--- src/fls_pkg.sv ---
// Shared constants, types and helpers for the flash log page scanner.
package fls_pkg;

  localparam int PAGE_WORDS   = 1024;
  localparam int HEADER_WORDS = 6;
  localparam int TAG_WORDS    = 2;

  localparam int OFF_W     = $clog2(PAGE_WORDS + 1);
  localparam int OUT_OFF_W = 11;
  localparam int LEN_W     = 16;
  localparam int ID_W      = 32;
  localparam int KEY_W     = 16;
  localparam int CNT_W     = 16;
  localparam int FREE_W    = 24;
  localparam int VERD_W    = 3;
  localparam int JUMP_W    = ((OFF_W > LEN_W) ? OFF_W : LEN_W) + 1;

  localparam int QUEUE_DEPTH = 4;
  localparam int QPTR_W      = $clog2(QUEUE_DEPTH);

  localparam int APB_AW = 3;
  localparam int APB_DW = 32;

  typedef logic [OFF_W-1:0] off_t;

  localparam off_t TAG_OFF    = OFF_W'(TAG_WORDS);
  localparam off_t PAGE_OFF   = OFF_W'(PAGE_WORDS);
  localparam bit   START_DONE = (TAG_WORDS >= PAGE_WORDS);

  typedef enum logic [1:0] {
    CMD_CLEAR  = 2'd0,
    CMD_START  = 2'd1,
    CMD_HEADER = 2'd2,
    CMD_NONE   = 2'd3
  } cmd_t;

  typedef enum logic [VERD_W-1:0] {
    V_VALID   = 3'd0,
    V_DIRTY   = 3'd1,
    V_CORRUPT = 3'd2,
    V_END     = 3'd3,
    V_INFO    = 3'd4
  } verdict_t;

  typedef enum logic {
    REG_INVALID_FILE_ID = 1'b0,
    REG_DIRTY_KEY       = 1'b1
  } reg_idx_t;

  // Classified header as it waits between front and back.
  typedef struct packed {
    cmd_t             cmd;
    logic             lead_erased;
    logic             dirty;
    logic [LEN_W-1:0] data_len;
    logic [ID_W-1:0]  record_id;
  } hdr_word_t;

  function automatic logic [OUT_OFF_W-1:0] to_out_off(input off_t x);
    logic [OFF_W+OUT_OFF_W-1:0] ext;
    ext = {{OUT_OFF_W{1'b0}}, x};
    return ext[OUT_OFF_W-1:0];
  endfunction

endpackage

--- src/fls_queue.sv ---
// Short word queue between the classifier and the scan engine.
module fls_queue
  import fls_pkg::*;
(
  input  logic      clk,
  input  logic      rst,
  input  logic      push,
  input  hdr_word_t push_word,
  output logic      full,
  input  logic      pop,
  output hdr_word_t pop_word,
  output logic      empty
);

  hdr_word_t         mem [QUEUE_DEPTH];
  logic [QPTR_W-1:0] wr_ptr;
  logic [QPTR_W-1:0] rd_ptr;
  logic [QPTR_W:0]   count;
  logic              do_pop;

  assign full     = (count == (QPTR_W+1)'(QUEUE_DEPTH));
  assign empty    = (count == '0);
  assign do_pop   = pop && !empty;
  assign pop_word = mem[rd_ptr];

  always_ff @(posedge clk) begin
    if (push) begin
      mem[wr_ptr] <= push_word;
    end
  end

  always_ff @(posedge clk) begin
    if (rst) begin
      wr_ptr <= '0;
      rd_ptr <= '0;
      count  <= '0;
    end else begin
      if (push) begin
        wr_ptr <= wr_ptr + 1'b1;
      end
      if (do_pop) begin
        rd_ptr <= rd_ptr + 1'b1;
      end
      case ({push, do_pop})
        2'b10:   count <= count + 1'b1;
        2'b01:   count <= count - 1'b1;
        default: count <= count;
      endcase
    end
  end

endmodule

--- config.mk ---
export PLATFORM = sky130hd
export DESIGN_NAME = fls_queue
export DESIGN_NICKNAME = d
export VERILOG_FILES = /design/src/fls_pkg.sv /design/src/fls_queue.sv
export SDC_FILE = /design/constraint.sdc
export NUM_CORES = 1
export LEC_CHECK = 0
export BUFFER_PORTS_ARGS = -buffer_cell sky130_fd_sc_hd__buf_2
export CORE_ASPECT_RATIO = 1.4
export CORE_MARGIN = 2
export CORE_UTILIZATION = 30
export CTS_CLUSTER_DIAMETER = 80
export DETAILED_ROUTE_END_ITERATION = 7
export SYNTH_ARGS = -nofsm -noshare
export SYNTH_HDL_FRONTEND = slang
export SYNTH_SLANG_ARGS = --single-unit
--- constraint.sdc ---
create_clock -name clk -period 5.2 [get_ports clk]
set_input_delay 0 -clock clk [delete_from_list [all_inputs] [get_ports clk]]
set_output_delay 0 -clock clk [all_outputs]
set_load 0.01 [all_outputs]
==> out/results.ini, run 1 <==
[status]
status=complete, no violations

[global_route]
grt_max_degree=39
grtUsageTotal_pct=11.1
grt_pass1_wl_mm=23.6
grt_overflow=0
grt_pass1_vias=4292
antenna_found_initial=2

[routing]
route.detailed.drc=0
drt_wl_total_mm=15.2
via_count=3805
dr.pass1.iters=4
wl_per_cell_microns=18.1
avgViaCountPerCell=4.52
ant_nets=0
drtIter0Drc=210

[clock_tree]
numCtsBuffers=21
clockBufferDepth=3
htree_levels=1
clkLatencyLatePin_ns=0.49
path_clk_slew_ns=0.07
root_buffer=clkbuf_16
cts.sinks=217
cts_tree=yes

[floorplan]
start_util_pct=30.6
rows=70
die_w_microns=142
core-area_sq_mm=0.0262
ioPinCount=110
die-height_microns=197
die-area_sq_mm=0.0281

[timing]
rsz0062_at_grt=false
timing.fmax_ghz=0.384
hold_viol_final=0
fin_crit_sh_pct=50.1
slew_headroom_pct=54.2
finalSetupTns_ns=0
period_needed_ns=2.60
slew_violations=0
finalSetupViolations=0
skew_ns=0.00802
tightest_slew_ns=0.687

[critical_path]
cp-start-kind=flop
r2r_slack_ns=3.12
cp.required_ns=5.20
reg2regPathDepth=4
r2r-end=mem[0][15]
worst-path-max-fanout=32
critPathCaptureType=output port
crit_type=reg -> out
r2r_start=wr_ptr[0]
crit_arrival_ns=2.60

[min_path]
whs_endpoint=mem[0][41]
min_from=push_word[41]
hold_class=in -> reg
min_path_cells=2

[synthesis]
synth_cell_types=23
synth_seq_area_share_pct=80.2
synth.avg_cell_area_sq_um=24.9
ys_seq_elements=217
synth_warnings=0
synth.cell_area_sq_mm=0.00801
yosys-top-cells-area=edfxtp_1 (78%), mux4_2 (14%), dfxtp_1 (2.2%)
synthCells=322
ys_async_sr_fraction_pct=0
synth_edf_count=208
yosys.area.top_type_share_pct=77.9
synth_ff_type=edfxtp_1
syn_nets=384
synth_largest_area_cell=edfxtp_1

[final_layout]
drive_gt1_share_pct=38.5
antenna_cells=0
num-fill-cells=2344
final_cell_mix=edfxtp_1 (208), buf_2 (109), dlygate4sd3_1 (56)
layout_commonest_cell=edfxtp_1
area_delta_synth_final_pct=26.3
final_area_sq_mm=0.0101
final_nets=565
fin_util_pct=38.6

[placement]
place_congestion=0.654
io_buffers=109
dp_hpwl_mm=9.28
placed_cell_area_sq_mm=0.00888

[power]
power.total_mw=4.33
ir_drop_mv=0.259
power.density_mw_per_mm2=428
leakage_nw=3.41

[flow_run]
cap_violations=0

## metrics by stage
stage	std cells	hold slack, ns	setup WS, ns
3_3_place_gp	748	0.209	3.02
6_report	841	0.264	2.60
5_1_grt	841	0.254	2.37
3_5_place_dp	748	0.215	3.03
4_1_cts	841	0.224	2.48
2_1_floorplan	322	0.0989	3.01
## power breakdown
part / total, mW / internal (mW) / leakage (nW) / switching, mW
Sequential: 2.09 / 2.02 / 1.99 / 0.0736
Clock: 1.50 / 0.902 / 0.322 / 0.599
Combinational: 0.738 / 0.382 / 1.11 / 0.357
## sequential cells by signal, indices dropped and copies added (netlist names), named ones only
register	flops
rd_ptr	2
count	3
wr_ptr	2
mem	208
## layer usage
metal | vias up | routed length, microns | track usage [%]
met2 | 107 | 8210 | 20.6
met5 | - | 27 | 0
met3 | 29 | 778 | 2.42
met1 | 1950 | 5880 | 12.5
met4 | 4 | 336 | 3.67
li1 | 1715 | - | -
## layout make-up
class | instances | area, sq um | area share [%]
clock inverter | 8 | 126 | 1.25
sequential | 217 | 6430 | 63.6
inverter | 7 | 26.3 | 0.260
timing repair buffer | 171 | 1150 | 11.4
multi-input combinational | 85 | 1420 | 14.1
clock buffer | 29 | 556 | 5.49
tap | 324 | 405 | 4.01
## worst max-delay path, cell delays in order, from the launching register on
cell and delay [ns]:
dfxtp_4 0.62, buf_4 0.64, mux4_1 0.64, buf_2 0.16
## how the worst max path moves through the flow
stage               from  cells after the start           end  slack [ns]
2_1_floorplan  wr_ptr[0]                      3     mem[2][0]        3.01
3_3_place_gp        flop                      3  pop_word[43]        3.02
3_5_place_dp        flop                      3  pop_word[43]        3.03
4_1_cts             flop                      3  pop_word[42]        2.48
5_1_grt             flop                      3  pop_word[42]        2.37
6_report            flop                      3  pop_word[42]        2.60
## cells in the mapped netlist (2+ instances only)
| library cell | n |
|---|---|
| mux4_2 | 50 |
| dfxtp_1 | 9 |
| nor2_1 | 7 |
| o21ai_0 | 2 |
| xor2_1 | 3 |
| ha_1 | 5 |
| mux4_1 | 2 |
| edfxtp_1 | 208 |
| buf_2 | 5 |
| and2_1 | 4 |
| buf_12 | 5 |
| a21oi_1 | 3 |
| inv_1 | 7 |
| clkbuf_1 | 2 |
| or3_1 | 2 |
## kinds of logic (layout without fill, tap and decap cells)
| group | Yosys count | after routing | synth area share (%) |
|---|---|---|---|
| simple gates | 16 | 16 | 0.984 |
| fa+ha+maj | 6 | 6 | 1.03 |
| xor+xnor | 4 | 4 | 0.437 |
| buf+inv | 20 | 215 | 2.12 |
| flops | 217 | 217 | 80.2 |
| mux | 53 | 53 | 14.8 |
| compound gates | 6 | 6 | 0.406 |
## timing repair
item	4_1_cts	5_1_grt
buffers inserted	0	0
hold endpoints to repair	217	0
hold buffers	56	0
gates resized for setup	0	0
No activity file was read; power rests on OpenSTA's default activity.
==> run 2: changes to the inputs <==
==> constraint.sdc (replaced) <==
create_clock -name clk -period 2.2 [get_ports clk]
set_input_delay 0 -clock clk [delete_from_list [all_inputs] [get_ports clk]]
set_output_delay 0 -clock clk [all_outputs]
set_load 0.01 [all_outputs]
==> run 2 against run 1 <==
Effect of this change:
- global-route usage is 0.13 points higher
- hold slack got worse by 0.0086 ns
- critical path type unchanged
- cell count up 0.71%
- largest cell class unchanged
- clock power increased by 130%
==> out/results.ini, run 2 (same netlist as run 1, synthesis figures left out) <==
[status]
status=complete, no violations

[clock_tree]
cts_tree=yes
numCtsBuffers=22
clkLatencyLatePin_ns=0.49
path_clk_slew_ns=0.06
htree_levels=1
clockBufferDepth=3
root_buffer=clkbuf_16
cts.sinks=217
cts_setup_buffers=0

[global_route]
use_met3_pct=2.40
top_usage_layer=met2
grt_pass1_vias=4324
grt_max_degree=38
grt_use_met2_pct=21.3
grt_pass1_wl_mm=24.0
antenna_found_initial=2
grtUsageTotal_pct=11.2
met1_usage_pct=12.4
grt_overflow=0

[timing]
hold_viol_final=0
rsz0062_at_grt=false
slew_violations=0
fin_crit_sh_pct=93.6
finalSetupViolations=0
tightest_slew_ns=0.612
timing.fmax_ghz=0.486
hold-worst-slack_ns=0.256
finalSetupTns_ns=0
skew_ns=0.00478
slew_headroom_pct=59.2
period_needed_ns=2.06
timing.final.ws_setup_ns=0.141

[placement]
io_buffers=109
dp_slack_ns=0.219
place_congestion=0.740
dp_hpwl_mm=9.58
place_inst=754
placed_cell_area_sq_mm=0.00902

[min_path]
hold_class=in -> reg
min_from=push_word[42]
min_path_cells=2
whs_endpoint=mem[1][42]

[final_layout]
final_nets=572
final_cell_mix=edfxtp_1 (208), buf_2 (109), dlygate4sd3_1 (56)
layout_commonest_cell=edfxtp_1
stdcell_count=847
final_area_sq_mm=0.0102
max_flop_register=mem
antenna_cells=0
drive_gt1_share_pct=39.8
largest_registers=mem: 208 flops, count: 3 flops
area_delta_synth_final_pct=27.9
largest_reg_flops=208

[critical_path]
cp.required_ns=2.20
r2r_slack_ns=0.16
cp-start-kind=flop
r2r_start=count[0]
crit_type=reg -> out
crit_arrival_ns=2.06
critPathCaptureType=output port
r2r-end=count[2]
worst-path-max-fanout=19
reg2regPathDepth=8

[floorplan]
die-area_sq_mm=0.0281
die-height_microns=197
ioPinCount=110
core-area_sq_mm=0.0262
rows=70
start_util_pct=30.6
die_w_microns=142

[power]
p_clk_share_pct=33.7
switching_share_pct=24.2
ir_drop_mv=0.801
power_frac_comb_pct=18.3
internal_power_mw=7.76
switchingPower_mw=2.47
power_frac_seq_pct=48.1
power.density_mw_per_mm2=999
leakage_nw=3.48

[flow_run]
cap_violations=0

[routing]
wl_per_cell_microns=18.2
route.detailed.drc=0
dr.pass1.iters=4
drt_wl_total_mm=15.4
ant_nets=0
via_count=3860
drtIter0Drc=207
avgViaCountPerCell=4.56

-- run 2: area by class of cell --
type,instances,area [sq um]
Timing Repair Buffer,177,1300
Tap cell,324,405
Multi-Input combinational cell,85,1420
Clock buffer,26,587
Clock inverter,11,80.1
Fill cell,2330,15900
Inverter,7,26.3
Sequential cell,217,6430
-- run 2: timing repair --
item,CTS,global route
gates resized for setup,0,0
hold buffers,56,0
endpoints found under the hold margin,217,0
-- run 2: critical path, cell delays in order, from the launching register on --
cell and delay (ns):
dfxtp_4 0.55, buf_12 0.25, mux4_1 0.59, buf_2 0.16
-- run 2: power by group through the flow --
stage,logic (mW),clock network [mW],registers (mW)
6_report,1.87,3.45,4.92
5_1_grt,2.03,3.75,4.95
4_1_cts,1.93,3.58,4.93
3_5_place_dp,1.84,0,5.02
3_3_place_gp,1.79,0,5.00
2_1_floorplan,1.33,0,4.91
-- run 2: per-stage QoR --
step / power, mW / utilization, %
5_1_grt: 10.7 / 39.1
4_1_cts: 10.4 / 39.1
2_1_floorplan: 6.24 / -
6_report: 10.2 / 39.1
3_5_place_dp: 6.85 / 34.4
3_3_place_gp: 6.79 / 34.4
-- run 2: per-layer routing --
metal,vias up,share of wire (%)
li1,1727,-
met1,1998,38
met2,101,55
met3,30,5.1
met4,4,1.9
met5,-,0.19
-- run 2: worst max path at each step --
stage | from | cells past startpoint | endpoint
after floorplan | wr_ptr[0] | 3 | mem[2][0]
after global placement | count[0] | 8 | count[2]
after detailed placement | count[0] | 8 | count[2]
after CTS | flop | 3 | pop_word[43]
after global routing | flop | 3 | pop_word[43]
final | flop | 3 | pop_word[42]
